`config.mk`:
```
export PLATFORM = sky130hd
export DESIGN_NAME = imu_frame_deframer_tlv_splitter
export DESIGN_NICKNAME = d
export VERILOG_FILES = /design/src/rtl/ifds_pkg.sv /design/src/rtl/ifds_front.sv /design/src/rtl/ifds_queue.sv /design/src/rtl/ifds_back.sv /design/src/rtl/imu_frame_deframer_tlv_splitter.sv
export VERILOG_INCLUDE_DIRS = /design/src /design/src/rtl
export SDC_FILE = /design/constraint.sdc
export NUM_CORES = 1
export LEC_CHECK = 0
export BUFFER_PORTS_ARGS = -buffer_cell sky130_fd_sc_hd__clkbuf_2
export CAP_MARGIN = 30
export CORE_MARGIN = 1
export CORE_UTILIZATION = 55
export DETAILED_ROUTE_END_ITERATION = 12
export PLACE_DENSITY = 0.72
export SKIP_CTS_REPAIR_TIMING = 1
export SYNTH_ARGS = -nofsm -noshare
export SYNTH_HDL_FRONTEND = slang
export SYNTH_SLANG_ARGS = --single-unit
```
`constraint.sdc`:
```
create_clock -name clk -period 15.22 [get_ports clk]
set_input_delay 0.761 -clock clk [delete_from_list [all_inputs] [get_ports clk]]
set_output_delay 0.761 -clock clk [all_outputs]
set_load 0.005 [all_outputs]
```
`src/rtl/imu_frame_deframer_tlv_splitter_defines.svh`:
```
// ----------------------------------------------------------------------------
// imu frame deframer assertion macros
// shared concurrent assertion forms used by the deframer modules
// ----------------------------------------------------------------------------
`ifndef IMU_FRAME_DEFRAMER_TLV_SPLITTER_DEFINES_SVH
`define IMU_FRAME_DEFRAMER_TLV_SPLITTER_DEFINES_SVH

// property that must hold at every clock edge out of reset
`define IFDS_ASSERT(lbl, prop, msg) \
  lbl: assert property (@(posedge clk) disable iff (!rst_n) (prop)) else $error(msg);

// consequence that must hold in the cycle after the antecedent
`define IFDS_ASSERT_NEXT(lbl, ante, cons, msg) \
  lbl: assert property (@(posedge clk) disable iff (!rst_n) (ante) |=> (cons)) else $error(msg);

`endif

```
`src/rtl/ifds_pkg.sv`:
```
`timescale 1ns / 1ps
// ----------------------------------------------------------------------------
// ifds_pkg
// types and constants shared by the frame deframer and block splitter
// ----------------------------------------------------------------------------
package ifds_pkg;

  // frame framing bytes
  localparam logic [7:0] PREAMBLE_BYTE = 8'hFA;
  localparam logic [7:0] BUS_BYTE      = 8'hFF;
  localparam logic [7:0] EXT_LEN_BYTE  = 8'hFF;

  // frame size rules
  localparam int unsigned HDR_STD       = 4;
  localparam int unsigned HDR_EXT       = 6;
  localparam int unsigned MIN_FRAME     = 5;
  localparam int unsigned MIN_EXT_FRAME = 7;

  // saturating byte counter
  localparam int unsigned     COUNT_W   = 17;
  localparam logic [COUNT_W-1:0] COUNT_MAX = '1;

  // default depth of the queue between front and back
  localparam int unsigned QUEUE_DEPTH = 4;

  // register indexes of the configuration port
  localparam int unsigned CFG_IDX_W = 2;
  localparam logic [CFG_IDX_W-1:0] CFG_MSG_ID_A = 2'd0;
  localparam logic [CFG_IDX_W-1:0] CFG_MSG_ID_B = 2'd1;

  // register reset values
  localparam logic [7:0] MSG_ID_A_RST = 8'd54;
  localparam logic [7:0] MSG_ID_B_RST = 8'd50;

  // result kinds
  typedef enum logic [1:0] {
    KIND_HDR     = 2'd0,
    KIND_DATA    = 2'd1,
    KIND_VERDICT = 2'd2
  } kind_t;

  // frame verdict codes, lower code wins, but a bad preamble beats a short extended frame
  typedef enum logic [2:0] {
    ST_OK        = 3'd0,
    ST_SHORT     = 3'd1,
    ST_BAD_PRE   = 3'd2,
    ST_LEN_MISM  = 3'd3,
    ST_BAD_TYPE  = 3'd4,
    ST_CHECKSUM  = 3'd5
  } status_t;

  // block splitter phase
  typedef enum logic [3:0] {
    PH_ID_HI = 4'b0001,
    PH_ID_LO = 4'b0010,
    PH_LEN   = 4'b0100,
    PH_DATA  = 4'b1000
  } phase_t;

  // classified result passed from front to back
  typedef struct packed {
    kind_t       kind;
    logic [15:0] block_id;
    logic [7:0]  blen;
    logic [7:0]  pbyte;
    logic [7:0]  pindex;
    logic        last;
    status_t     status;
    logic        overrun;
  } rec_t;

endpackage

```
`src/rtl/ifds_front.sv`:
```
`timescale 1ns / 1ps
// ----------------------------------------------------------------------------
// ifds_front
// parses one frame byte per cycle unless the queue is full; pushes header, data and verdict records
// ----------------------------------------------------------------------------
`include "imu_frame_deframer_tlv_splitter_defines.svh"

module ifds_front (
  input  logic                            clk,
  input  logic                            rst_n,
  input  logic                            in_tvalid,
  output logic                            in_tready,
  input  logic [7:0]                      in_tdata,
  input  logic                            in_tlast,
  input  logic                            cfg_valid,
  output logic                            cfg_ready,
  input  logic [ifds_pkg::CFG_IDX_W-1:0]  cfg_index,
  input  logic [7:0]                      cfg_data,
  input  logic                            q_full,
  output logic                            q_push,
  output ifds_pkg::rec_t                  q_rec
);
  import ifds_pkg::*;

  logic               in_fire;
  logic [7:0]         b;

  // frame state
  logic [COUNT_W-1:0] count_r, count_nxt;
  logic [7:0]         sum_r, sum_nxt, sum_upd;
  logic               good_r, good_nxt, good_upd;
  logic [7:0]         msgid_r, msgid_nxt, msgid_upd;
  logic [7:0]         lenbyte_r, lenbyte_nxt, lenbyte_upd;
  logic [15:0]        plen_r, plen_nxt, plen_upd;
  logic [15:0]        offset_r, offset_nxt, offset_upd;
  phase_t             phase_r, phase_nxt, phase_upd;
  logic [15:0]        id_r, id_nxt, id_upd;
  logic [7:0]         clen_r, clen_nxt, clen_upd;
  logic [7:0]         bpos_r, bpos_nxt, bpos_upd;
  logic               stop_r, stop_nxt, stop_upd;

  // accepted message ids
  logic [7:0]         msg_a_r, msg_b_r;

  // per-byte decode
  logic               ext;
  logic               blk_last;
  logic               blk_push;
  rec_t               blk_rec;
  logic [COUNT_W:0]   total;
  logic [COUNT_W:0]   expect_total;
  status_t            status;

  assign in_tready = !q_full;
  assign in_fire   = in_tvalid && in_tready;
  assign b         = in_tdata;
  assign cfg_ready = 1'b1;
  assign ext       = (lenbyte_r == EXT_LEN_BYTE);
  assign blk_last  = (({1'b0, bpos_r} + 9'd1) == {1'b0, clen_r});

  // configuration registers
  always_ff @(posedge clk) begin
    if (!rst_n) begin
      msg_a_r <= MSG_ID_A_RST;
      msg_b_r <= MSG_ID_B_RST;
    end else if (cfg_valid && cfg_ready) begin
      case (cfg_index)
        CFG_MSG_ID_A: msg_a_r <= cfg_data;
        CFG_MSG_ID_B: msg_b_r <= cfg_data;
        default: ;
      endcase
    end
  end

  // header fields, payload region and block splitting for one byte
  always_comb begin
    sum_upd     = sum_r;
    good_upd    = good_r;
    msgid_upd   = msgid_r;
    lenbyte_upd = lenbyte_r;
    plen_upd    = plen_r;
    offset_upd  = offset_r;
    phase_upd   = phase_r;
    id_upd      = id_r;
    clen_upd    = clen_r;
    bpos_upd    = bpos_r;
    stop_upd    = stop_r;
    blk_push    = 1'b0;
    blk_rec     = '0;

    if (count_r != '0) begin
      sum_upd = sum_r + b;
    end

    if (count_r == COUNT_W'(0)) begin
      if (b != PREAMBLE_BYTE) good_upd = 1'b0;
    end else if (count_r == COUNT_W'(1)) begin
      if (b != BUS_BYTE) good_upd = 1'b0;
    end else if (count_r == COUNT_W'(2)) begin
      msgid_upd = b;
    end else if (count_r == COUNT_W'(3)) begin
      lenbyte_upd = b;
      plen_upd    = (b == EXT_LEN_BYTE) ? 16'd0 : {8'd0, b};
    end else if ((count_r == COUNT_W'(4)) && ext) begin
      plen_upd = {b, 8'd0};
    end else if ((count_r == COUNT_W'(5)) && ext) begin
      plen_upd = {plen_r[15:8], b};
    end else if (offset_r < plen_r) begin
      if (!stop_r) begin
        case (phase_r)
          PH_ID_HI: begin
            id_upd    = {b, 8'd0};
            phase_upd = PH_ID_LO;
          end
          PH_ID_LO: begin
            id_upd    = {id_r[15:8], b};
            phase_upd = PH_LEN;
          end
          PH_LEN: begin
            clen_upd = b;
            if (({1'b0, offset_r} + 17'd1 + {9'd0, b}) > {1'b0, plen_r}) begin
              stop_upd = 1'b1;
            end else begin
              blk_push          = 1'b1;
              blk_rec.kind      = KIND_HDR;
              blk_rec.block_id  = id_r;
              blk_rec.blen      = b;
              bpos_upd          = 8'd0;
              phase_upd         = (b != 8'd0) ? PH_DATA : PH_ID_HI;
            end
          end
          PH_DATA: begin
            blk_push          = 1'b1;
            blk_rec.kind      = KIND_DATA;
            blk_rec.block_id  = id_r;
            blk_rec.blen      = clen_r;
            blk_rec.pbyte     = b;
            blk_rec.pindex    = bpos_r;
            blk_rec.last      = blk_last;
            bpos_upd          = bpos_r + 8'd1;
            if (blk_last) phase_upd = PH_ID_HI;
          end
          default: phase_upd = PH_ID_HI;
        endcase
      end
      offset_upd = offset_r + 16'd1;
    end
  end

  // frame verdict in priority order
  assign total        = {1'b0, count_r} + (COUNT_W+1)'(1);
  assign expect_total = (COUNT_W+1)'(plen_upd) + (COUNT_W+1)'(ext ? HDR_EXT : HDR_STD)
                      + (COUNT_W+1)'(1);

  always_comb begin
    if (total < (COUNT_W+1)'(MIN_FRAME)) begin
      status = ST_SHORT;
    end else if (!good_upd) begin
      status = ST_BAD_PRE;
    end else if (ext && (total < (COUNT_W+1)'(MIN_EXT_FRAME))) begin
      status = ST_SHORT;
    end else if (total != expect_total) begin
      status = ST_LEN_MISM;
    end else if ((msgid_upd != msg_a_r) && (msgid_upd != msg_b_r)) begin
      status = ST_BAD_TYPE;
    end else if (sum_upd != 8'd0) begin
      status = ST_CHECKSUM;
    end else begin
      status = ST_OK;
    end
  end

  // next state and queue push
  always_comb begin
    count_nxt   = count_r;
    sum_nxt     = sum_r;
    good_nxt    = good_r;
    msgid_nxt   = msgid_r;
    lenbyte_nxt = lenbyte_r;
    plen_nxt    = plen_r;
    offset_nxt  = offset_r;
    phase_nxt   = phase_r;
    id_nxt      = id_r;
    clen_nxt    = clen_r;
    bpos_nxt    = bpos_r;
    stop_nxt    = stop_r;
    q_push      = 1'b0;
    q_rec       = blk_rec;

    if (in_fire) begin
      if (in_tlast) begin
        // verdict, then the frame starts over
        q_push         = 1'b1;
        q_rec          = '0;
        q_rec.kind     = KIND_VERDICT;
        q_rec.status   = status;
        q_rec.overrun  = stop_upd;
        count_nxt      = '0;
        sum_nxt        = 8'd0;
        good_nxt       = 1'b1;
        msgid_nxt      = 8'd0;
        lenbyte_nxt    = 8'd0;
        plen_nxt       = 16'd0;
        offset_nxt     = 16'd0;
        phase_nxt      = PH_ID_HI;
        id_nxt         = 16'd0;
        clen_nxt       = 8'd0;
        bpos_nxt       = 8'd0;
        stop_nxt       = 1'b0;
      end else begin
        q_push      = blk_push;
        sum_nxt     = sum_upd;
        good_nxt    = good_upd;
        msgid_nxt   = msgid_upd;
        lenbyte_nxt = lenbyte_upd;
        plen_nxt    = plen_upd;
        offset_nxt  = offset_upd;
        phase_nxt   = phase_upd;
        id_nxt      = id_upd;
        clen_nxt    = clen_upd;
        bpos_nxt    = bpos_upd;
        stop_nxt    = stop_upd;
        if (count_r != COUNT_MAX) count_nxt = count_r + COUNT_W'(1);
      end
    end
  end

  // frame state registers
  always_ff @(posedge clk) begin
    if (!rst_n) begin
      count_r   <= '0;
      sum_r     <= 8'd0;
      good_r    <= 1'b1;
      msgid_r   <= 8'd0;
      lenbyte_r <= 8'd0;
      plen_r    <= 16'd0;
      offset_r  <= 16'd0;
      phase_r   <= PH_ID_HI;
      id_r      <= 16'd0;
      clen_r    <= 8'd0;
      bpos_r    <= 8'd0;
      stop_r    <= 1'b0;
    end else begin
      count_r   <= count_nxt;
      sum_r     <= sum_nxt;
      good_r    <= good_nxt;
      msgid_r   <= msgid_nxt;
      lenbyte_r <= lenbyte_nxt;
      plen_r    <= plen_nxt;
      offset_r  <= offset_nxt;
      phase_r   <= phase_nxt;
      id_r      <= id_nxt;
      clen_r    <= clen_nxt;
      bpos_r    <= bpos_nxt;
      stop_r    <= stop_nxt;
    end
  end

  // parser checks
  `IFDS_ASSERT_NEXT(a_end_restarts_frame, in_fire && in_tlast, count_r == '0, "frame not restarted after last beat")
  `IFDS_ASSERT(a_stop_holds_len_phase, !stop_r || (phase_r == PH_LEN), "parsing stopped outside length phase")
  `IFDS_ASSERT(a_data_phase_nonzero_len, (phase_r != PH_DATA) || (clen_r != 8'd0), "data phase with zero block length")

endmodule

```
`src/rtl/ifds_queue.sv`:
```
`timescale 1ns / 1ps
// ----------------------------------------------------------------------------
// ifds_queue
// small first-in first-out queue of classified records between front and back
// ----------------------------------------------------------------------------
`include "imu_frame_deframer_tlv_splitter_defines.svh"

module ifds_queue #(
  parameter int unsigned DEPTH = ifds_pkg::QUEUE_DEPTH  // power of two, at least 2
) (
  input  logic           clk,
  input  logic           rst_n,
  input  logic           push,
  input  ifds_pkg::rec_t push_rec,
  input  logic           pop,
  output ifds_pkg::rec_t pop_rec,
  output logic           full,
  output logic           not_empty
);
  import ifds_pkg::*;

  localparam int unsigned PTR_W = $clog2(DEPTH);
  localparam int unsigned CNT_W = $clog2(DEPTH + 1);

  rec_t             mem_r [DEPTH];
  logic [PTR_W-1:0] wr_ptr_r, wr_ptr_nxt;
  logic [PTR_W-1:0] rd_ptr_r, rd_ptr_nxt;
  logic [CNT_W-1:0] cnt_r, cnt_nxt;

  assign full      = (cnt_r == CNT_W'(DEPTH));
  assign not_empty = (cnt_r != '0);
  assign pop_rec   = mem_r[rd_ptr_r];

  // pointer and fill count update
  always_comb begin
    wr_ptr_nxt = push ? wr_ptr_r + PTR_W'(1) : wr_ptr_r;
    rd_ptr_nxt = pop  ? rd_ptr_r + PTR_W'(1) : rd_ptr_r;
    cnt_nxt    = cnt_r;
    if (push && !pop) cnt_nxt = cnt_r + CNT_W'(1);
    else if (!push && pop) cnt_nxt = cnt_r - CNT_W'(1);
  end

  always_ff @(posedge clk) begin
    if (!rst_n) begin
      wr_ptr_r <= '0;
      rd_ptr_r <= '0;
      cnt_r    <= '0;
    end else begin
      wr_ptr_r <= wr_ptr_nxt;
      rd_ptr_r <= rd_ptr_nxt;
      cnt_r    <= cnt_nxt;
    end
  end

  // storage
  always_ff @(posedge clk) begin
    if (push) mem_r[wr_ptr_r] <= push_rec;
  end

  // queue checks
  `IFDS_ASSERT(a_no_overflow, !(push && full), "push into full queue")
  `IFDS_ASSERT(a_no_underflow, !(pop && !not_empty), "pop from empty queue")
  `IFDS_ASSERT(a_count_bound, cnt_r <= CNT_W'(DEPTH), "queue count beyond depth")

endmodule

```
`src/rtl/ifds_back.sv`:
```
`timescale 1ns / 1ps
// ----------------------------------------------------------------------------
// ifds_back
// formats queued records into result beats and holds them in the output register
// ----------------------------------------------------------------------------
module ifds_back (
  input  logic           clk,
  input  logic           rst_n,
  input  logic           q_valid,
  input  ifds_pkg::rec_t q_rec,
  output logic           q_pop,
  output logic           out_tvalid,
  input  logic           out_tready,
  output logic [47:0]    out_tdata,
  output logic [1:0]     out_tuser,
  output logic           out_tlast
);
  import ifds_pkg::*;

  logic        valid_r;
  logic [47:0] data_r, data_nxt;
  logic [1:0]  user_r;
  logic        last_r, last_nxt;

  // load the output register when empty or being taken
  assign q_pop = q_valid && (!valid_r || out_tready);

  // per-kind field selection, unused fields read as zero
  always_comb begin
    data_nxt = '0;
    last_nxt = 1'b0;
    case (q_rec.kind)
      KIND_HDR: begin
        data_nxt[15:0]  = q_rec.block_id;
        data_nxt[23:16] = q_rec.blen;
      end
      KIND_DATA: begin
        data_nxt[15:0]  = q_rec.block_id;
        data_nxt[23:16] = q_rec.blen;
        data_nxt[31:24] = q_rec.pbyte;
        data_nxt[39:32] = q_rec.pindex;
        last_nxt        = q_rec.last;
      end
      KIND_VERDICT: begin
        data_nxt[40]    = (q_rec.status == ST_OK);
        data_nxt[43:41] = q_rec.status;
        data_nxt[44]    = q_rec.overrun;
      end
      default: ;
    endcase
  end

  always_ff @(posedge clk) begin
    if (!rst_n) begin
      valid_r <= 1'b0;
    end else if (q_pop) begin
      valid_r <= 1'b1;
    end else if (out_tready) begin
      valid_r <= 1'b0;
    end
  end

  // output payload
  always_ff @(posedge clk) begin
    if (q_pop) begin
      data_r <= data_nxt;
      user_r <= q_rec.kind;
      last_r <= last_nxt;
    end
  end

  assign out_tvalid = valid_r;
  assign out_tdata  = data_r;
  assign out_tuser  = user_r;
  assign out_tlast  = last_r;

endmodule

```
`src/rtl/imu_frame_deframer_tlv_splitter.sv`:
```
`timescale 1ns / 1ps
// ----------------------------------------------------------------------------
// imu_frame_deframer_tlv_splitter
// checks serial bus frames and splits their payload into id/length/value blocks
// ----------------------------------------------------------------------------
// Input: one frame byte per beat on in_tdata, in_tlast on the frame's last byte.
// Output: one beat per block header (tuser 0), per block payload byte (tuser 1)
// and per frame verdict (tuser 2, on the beat for the last byte); block
// beats of a frame whose verdict fails are to be discarded downstream.
// Config: cfg_index 0 and 1 set the two accepted message ids; write only
// while no frame byte is in flight.
// Throughput: one byte per cycle while the queue is not full; the front parses
// each byte as it is accepted and a queue of QUEUE_DEPTH records decouples it
// from the output register. A result is written into the queue when its byte
// is accepted, then loaded into the output register that drives out_tvalid.
// Stall: with out_tready low the output register holds, the queue fills and
// in_tready drops once it is full; nothing is dropped.
// Reset: frame state cleared, accepted ids back to 54 and 50, queue empty;
// no clearing pass, bytes are taken right after reset.
// ----------------------------------------------------------------------------
module imu_frame_deframer_tlv_splitter #(
  parameter int unsigned QUEUE_DEPTH = ifds_pkg::QUEUE_DEPTH
) (
  input  logic                           clk,
  input  logic                           rst_n,
  input  logic                           in_tvalid,
  output logic                           in_tready,
  input  logic [7:0]                     in_tdata,   // [7:0] data_byte
  input  logic                           in_tlast,
  output logic                           out_tvalid,
  input  logic                           out_tready,
  // [15:0] block_id, [23:16] block_length, [31:24] payload_byte,
  // [39:32] payload_index, [40] frame_ok, [43:41] frame_status,
  // [44] block_overrun, [47:45] zero
  output logic [47:0]                    out_tdata,
  output logic [1:0]                     out_tuser,  // [1:0] out_kind
  output logic                           out_tlast,
  input  logic                           cfg_valid,
  output logic                           cfg_ready,
  input  logic [ifds_pkg::CFG_IDX_W-1:0] cfg_index,
  input  logic [7:0]                     cfg_data
);
  import ifds_pkg::*;

  logic q_push, q_pop, q_full, q_not_empty;
  rec_t push_rec, pop_rec;

  ifds_front u_front (
    .clk       (clk),
    .rst_n     (rst_n),
    .in_tvalid (in_tvalid),
    .in_tready (in_tready),
    .in_tdata  (in_tdata),
    .in_tlast  (in_tlast),
    .cfg_valid (cfg_valid),
    .cfg_ready (cfg_ready),
    .cfg_index (cfg_index),
    .cfg_data  (cfg_data),
    .q_full    (q_full),
    .q_push    (q_push),
    .q_rec     (push_rec)
  );

  ifds_queue #(
    .DEPTH (QUEUE_DEPTH)
  ) u_queue (
    .clk       (clk),
    .rst_n     (rst_n),
    .push      (q_push),
    .push_rec  (push_rec),
    .pop       (q_pop),
    .pop_rec   (pop_rec),
    .full      (q_full),
    .not_empty (q_not_empty)
  );

  ifds_back u_back (
    .clk        (clk),
    .rst_n      (rst_n),
    .q_valid    (q_not_empty),
    .q_rec      (pop_rec),
    .q_pop      (q_pop),
    .out_tvalid (out_tvalid),
    .out_tready (out_tready),
    .out_tdata  (out_tdata),
    .out_tuser  (out_tuser),
    .out_tlast  (out_tlast)
  );

endmodule
```
==> results.toml, run 1 <==
[setup_path]
cp.arrival_ns = 7.42
worstSetupPathType = "primary input to register"
cp_num_buf_inv = 2
critPathTopFamily = "compound AO/OA/AOI/OAI gates"
r2r_cells = 26
start_kind = "primary input"
r2r-end = "u_queue.cnt_r[2]"
cpPeakStageDelay_ns = 0.77
crit_fanout = 18
r2r-start = "u_front.offset_r[1]"
worst_path_most_repeated_cell = "o21ai_0"
rrSetupSlack_ns = 8.50
end_kind = "register"
crit_required_ns = 15.66
cp_slowest_cell = "o21bai_1"

[sta]
fmax_ghz = 0.1432
slew_headroom_pct = 36.58
rsz0062_at_grt = "false"
hold_viol_final = 0
tns_ns = 0
skew_ns = 0.02201
drv_slew = 0
finalCriticalPeriod_ns = 6.985
fin_crit_sh_pct = 45.89
hold_slack_ns = 0.4699
tightest_slew_ns = 0.9478
setup-violations-final = 0

[floorplan]
die_w_um = 185.0
ioPinCount = 78
floorplan.initialDensity_pct = 56.31
core_sq_um = 32700
dieArea_sq_um = 34210
rows = 66
die_y_um = 185.0

[logic_synthesis]
synthesis.area_sq_um = 18410
yosysWarningCount = 0
synth-seq-area-share_pct = 53.38
async_flop_share_pct = 0
synth-main-ff-cell = "edfxtp_1"
synth-seq-cells = 373
synth-edff-count = 236
synth_cells = 1570
syn_area_per_cell_sq_um = 11.73
yosysUniqueCellTypes = 86

[finish]
final_area_sq_um = 20320
drive_above_1_share_pct = 14.03
regArea_sq_um = 9834
multi_input_area_sq_um = 8010
finalNonFillerCells = 2088
finalNetCount = 1706
n_antenna_cell = 0
fillCellCount = 2591
syn2layout_area_growth_pct = 10.36

[global_route]
grt_max_degree = 113
grt_pass1_wl_mm = 64.51
overflow = 0
antenna_found_initial = 0
grt_pass1_vias = 11850
grt_util_all_layers_pct = 24.21

[place]
placed_area_sq_um = 19080
placedCellCount = 2020
portBuffers = 73
hpwl_mm = 27.37
globalplace.congestion = 0.9217

[pwr]
ir_worst_vdd_mv = 0.09770
powerDensity_nw_per_um2 = 128.7
total_power_w = 0.002614
power.internal_w = 0.001954
power_leakage_nw = 7.126
switching_power_w = 0.0006602
power.share.clock_pct = 35.6
p_seq_share_pct = 47.6
swShare_pct = 25.25
p_comb_share_pct = 16.7

[drt]
drt_wl_total_mm = 40.50
first_pass_iters = 6
drc = 0
via_per_inst = 5.930
drt_iter0_drc = 1053
ant_nets = 0
post_drt_wl_per_cell_um = 19.39
vias = 12380

[clock_network]
clk_latency_ns = 0.53
cts_tree = "yes"
path_clk_slew_ns = 0.06
numCtsBuffers = 39
clock-sinks = 373
ctsRootBufferMaster = "clkbuf_16"
clock_path_buffers = 3
cts.htree.levels = 2

[min_path]
min_path_cells = 3
hp-class = "primary input to register"
min_from = "cfg_data[1]"
min_to = "u_front.msg_b_r[1]"

[run]
cap_violations = 0

[status]
status = "completed"
==> power by group through the flow <==
stage,Combinational (W),Sequential (W),Clock (W)
2_1_floorplan,0.000293,0.00127,0
3_3_place_gp,0.000437,0.00126,0
4_1_cts,0.000447,0.00125,0.000950
6_report,0.000438,0.00125,0.000931
3_5_place_dp,0.000443,0.00127,0
5_1_grt,0.000486,0.00126,0.000985
==> cell families (layout without fill, tap and decap cells) <==
family / Yosys count / after routing / synth area share (%)
and+or+nand+nor: 538 / 538 / 15.96
DFF: 373 / 373 / 53.38
AOI/OAI and AO/OA: 279 / 279 / 10.40
buffers and inverters: 132 / 206 / 3.309
xor gates and xnor gates: 100 / 100 / 4.757
muxes: 83 / 83 / 7.706
adders and majority gates: 63 / 63 / 4.444
other: 2 / 4 / 0.04079
==> synthesized netlist by cell type (6+ instances only) <==
cell | count | area [sq um]
nor2_1 | 78 | 292.8
mux4_2 | 47 | 1059
a21o_1 | 11 | 82.58
inv_1 | 47 | 176.4
nand2_1 | 115 | 431.7
clkbuf_1 | 52 | 195.2
dfxtp_1 | 137 | 2743
a22oi_1 | 41 | 307.8
o22ai_1 | 9 | 56.30
buf_1 | 7 | 26.28
o21ai_0 | 61 | 305.3
nor3_1 | 29 | 145.1
buf_2 | 8 | 40.04
a21oi_1 | 42 | 210.2
edfxtp_1 | 236 | 7087
nand3_1 | 42 | 210.2
ha_1 | 59 | 738.2
xnor2_1 | 72 | 630.6
nor2b_1 | 107 | 669.4
buf_6 | 8 | 90.09
nand2b_1 | 6 | 37.54
o211ai_1 | 7 | 52.55
a21boi_0 | 30 | 225.2
o21a_1 | 6 | 45.04
a31oi_1 | 7 | 43.79
buf_4 | 9 | 67.56
mux2i_1 | 36 | 360.4
or4_1 | 7 | 52.55
nor4_1 | 15 | 93.84
xor2_1 | 28 | 245.2
and3_1 | 41 | 256.5
nand4_1 | 20 | 125.1
or3_1 | 6 | 37.54
and2_1 | 40 | 250.2
==> worst max path at each step <==
stage,startpoint,endpoint,slack [ns],cells after the start
floorplan,in_tdata[0],u_queue.mem_r[0][0],8.88,22
global placement,in_tdata[0],u_queue.cnt_r[2],7.99,26
detailed placement,in_tdata[1],u_queue.cnt_r[2],7.84,27
CTS,in_tdata[1],u_queue.cnt_r[2],8.36,27
global route,in_tdata[1],u_queue.cnt_r[2],7.64,27
finish,in_tdata[1],u_queue.cnt_r[2],8.24,27
==> flip-flops by register name (all words and copies together) (netlist names), 16 cells and up, named ones only <==
signal            flops
u_front.count_r      17
u_front.id_r         16
u_front.plen_r       16
u_queue.mem_r       188
u_front.offset_r     16
u_back.out_tdata     45
==> metrics by stage <==
step / util (%) / setup WS, ns
3_3_place_gp: 58.31 / 7.989
6_report: 62.14 / 8.235
3_5_place_dp: 58.34 / 7.840
5_1_grt: 62.14 / 7.643
2_1_floorplan: - / 8.878
4_1_cts: 62.14 / 8.357
==> cell type report <==
class                           count  share of cell area (%)
Sequential cell                   373                   48.40
Multi-Input combinational cell   1067                   39.42
Clock buffer                       51                   5.074
Inverter                           47                  0.8682
Clock inverter                     17                   1.041
Timing Repair Buffer               91                   2.481
Tap cell                          442                   2.722
==> placed cells by master, fill, tap and decap left out, drive strengths merged, types with 21 or more instances in the layout <==
cell,Yosys,routed
inv,47,49
and2,40,40
nor3,31,31
edfxtp,236,236
a21oi,42,42
mux4,47,47
xor2,28,28
a21boi,30,30
nor2b,107,107
nand4,21,21
a22oi,42,42
nor2,78,78
ha,59,59
mux2i,36,36
dfxtp,137,137
o21ai,65,65
xnor2,72,72
nand3,42,42
and3,41,41
nand2,115,115
clkbuf,53,124
==> routing by layer <==
metal | global-route usage, % | vias up | wire length (um)
li1 | - | 5903 | -
met1 | 32.12 | 5993 | 17480
met2 | 40.68 | 389 | 19450
met3 | 4.031 | 96 | 2415
met4 | 7.405 | 0 | 1148
met5 | 0 | - | 0
==> worst register-to-register path, stage by stage, from the launching register on <==
cell	delay (ns)
dfxtp_1	0.37
ha_1	0.30
nor2b_1	0.12
o21ai_0	0.12
a21boi_0	0.24
o21ai_0	0.14
a21boi_0	0.26
o21ai_0	0.16
a21boi_0	0.28
o21ai_0	0.17
nor2_1	0.27
nand3_1	0.14
xnor2_1	0.15
ha_1	0.30
nand2_1	0.11
nor3_1	0.06
a2111oi_0	0.36
o21ai_0	0.15
a211o_1	0.41
o21bai_1	0.77
a21o_1	0.39
ha_1	0.25
inv_1	0.07
fa_1	0.42
xor2_1	0.17
or3_1	0.30
a21boi_0	0.16
Power figures use the tool's default switching activity.
==> run 2: changes to the inputs <==
--- a/config.mk
+++ b/config.mk
@@ -11,7 +11,7 @@
 export CORE_MARGIN = 1
 export CORE_UTILIZATION = 55
 export DETAILED_ROUTE_END_ITERATION = 12
-export PLACE_DENSITY = 0.72
+export PLACE_DENSITY = 0.75
 export SKIP_CTS_REPAIR_TIMING = 1
 export SYNTH_ARGS = -nofsm -noshare
 export SYNTH_HDL_FRONTEND = slang
==> constraint.sdc (replaced) <==
create_clock -name clk -period 6.4 [get_ports clk]
set_input_delay 0.32 -clock clk [delete_from_list [all_inputs] [get_ports clk]]
set_output_delay 0.32 -clock clk [all_outputs]
set_load 0.005 [all_outputs]
==> run 2 against run 1 <==
  * Via count grew 1.4%
  * Non-clock buffer count rose by 15
  * Clock skew shrank 0.011 ns
  * Worst hold slack got worse by 0.44 ns
  * Core utilization is 0.85 points higher
  * Clock power rose to 2.5 times the previous value
  * Combinational power rose by 150%
  * Cell area up 1.4%
  * Total power up 140%
  * Die area did not move
  * Largest power group unchanged
==> results.toml, run 2 (same netlist as run 1, synthesis figures left out) <==
[sta]
hold_slack_ns = 0.03120
rsz0062_at_grt = "false"
fmax_ghz = 0.1675
tightest_slew_ns = 0.9042
drv_slew = 0
fin_ws_ns = 0.4312
slew_headroom_pct = 39.72
fin_crit_sh_pct = 93.26
skew_ns = 0.01114
hold_viol_final = 0
finalCriticalPeriod_ns = 5.969
setup-violations-final = 0
tns_ns = 0

[clock_network]
cts_tree = "yes"
clock-sinks = 373
clock_path_buffers = 3
ctsRootBufferMaster = "clkbuf_16"
path_clk_slew_ns = 0.06
numCtsBuffers = 39
cts.htree.levels = 2
clk_latency_ns = 0.53

[place]
hpwl_mm = 28.23
placedCellCount = 2035
portBuffers = 73
globalplace.congestion = 0.9159
post-place-ws_ns = 0.2454

[pwr]
swShare_pct = 25.38
ir_worst_vdd_mv = 0.1749
p_comb_share_pct = 17.0
power.internal_w = 0.004776
powerDensity_nw_per_um2 = 310.8
power.share.clock_pct = 36.9
power_leakage_nw = 7.272
switching_power_w = 0.001624
p_seq_share_pct = 46.0

[setup_path]
worstSetupPathType = "register to register"
r2r-end = "u_queue.cnt_r[2]"
cpPeakStageDelay_ns = 0.43
crit_required_ns = 6.85
crit_fanout = 10
r2r_cells = 26
cp.arrival_ns = 6.42
r2r-start = "u_front.offset_r[1]"
cp_slowest_cell = "fa_1"
startpoint = "u_front.offset_r[1]"
start_kind = "register"
rrSetupSlack_ns = 0.43
end_kind = "register"
critPathCapture = "u_queue.cnt_r[2]"

[drt]
vias = 12550
ant_nets = 0
first_pass_iters = 5
post_drt_wl_per_cell_um = 19.99
via_per_inst = 5.957
drc = 0
drt_wl_total_mm = 42.12
drt_iter0_drc = 1029

[global_route]
antenna_found_initial = 0
grt_max_degree = 82
grt_util_all_layers_pct = 25.19
grt_pass1_vias = 12380
grt_pass1_wl_mm = 66.93
overflow = 0

[finish]
mostFrequentLayoutCells = "edfxtp_1 (236), dfxtp_1 (135), nand2_1 (115)"
drive_above_1_share_pct = 15.50
finalNetCount = 1721
largest_reg_flops = 188
regMostFlops = "u_queue.mem_r"
n_antenna_cell = 0
finalNonFillerCells = 2107
syn2layout_area_growth_pct = 11.86
utilization_pct = 62.99
layout_commonest_cell = "edfxtp_1"

[floorplan]
rows = 66
core_sq_um = 32700
floorplan.initialDensity_pct = 56.31
die_w_um = 185.0
dieArea_sq_um = 34210
die_y_um = 185.0
ioPinCount = 78

[status]
status = "completed"

[min_path]
hp-class = "primary input to register"
min_from = "cfg_data[4]"

[run]
cap_violations = 0
[run 2: area by class of cell]
| cell class | instances | area (sq um) |
|---|---|---|
| fill | 2558 | 12100 |
| sequential | 373 | 9834 |
| multi-input combinational | 1067 | 8015 |
| clock buffer | 52 | 1106 |
| timing repair buffer | 106 | 663.1 |
| tap | 442 | 553.0 |
| clock inverter | 20 | 249.0 |
| inverter | 47 | 176.4 |
[run 2: critical path, delay by kind of cell (launching register included)]
kind,cells,cell delay (ns)
AOI/OAI and AO/OA,13,2.93
xor gates and xnor gates,2,0.34
adders and majority gates,4,1.24
buffers and inverters,1,0.07
DFF,1,0.38
and+or+nand+nor,6,0.92
[run 2: per-layer routing]
layer  track usage, %  share of wire (%)  up-vias  wire (um)
li1                 -                  -     5922          -
met4            9.653                3.7        0       1551
met1            32.78                 42     6116      17860
met2            42.86                 49      413      20540
met5                0                  0        -          0
met3            3.303                5.1      101       2169
[run 2: power by group through the flow]
stage | logic, W | registers [W] | clock network, W
final | 0.00109 | 0.00294 | 0.00236
after global routing | 0.00121 | 0.00297 | 0.00249
after CTS | 0.00111 | 0.00295 | 0.00241
after detailed placement | 0.00110 | 0.00300 | 0
after global placement | 0.00108 | 0.00299 | 0
after floorplan | 0.000697 | 0.00302 | 0
[run 2: worst min-delay path by stage]
| stage | endpoint | slack (ns) | cells past startpoint |
|---|---|---|---|
| 2_1_floorplan | u_front.id_r[12] | 0.44 | 2 |
| 3_3_place_gp | u_front.id_r[9] | 0.45 | 2 |
| 3_5_place_dp | u_front.id_r[8] | 0.46 | 2 |
| 4_1_cts | u_front.msg_b_r[4] | 0.02 | 3 |
| 5_1_grt | u_front.msg_b_r[4] | 0.02 | 3 |
| 6_report | u_front.msg_b_r[4] | 0.03 | 3 |
[run 2: per-stage QoR]
step	instance area, sq um	power, W
CTS	20590	0.006467
global placement	19230	0.004067
detailed placement	19240	0.004097
global route	20600	0.006673
finish	20600	0.006401
floorplan	18420	0.003713
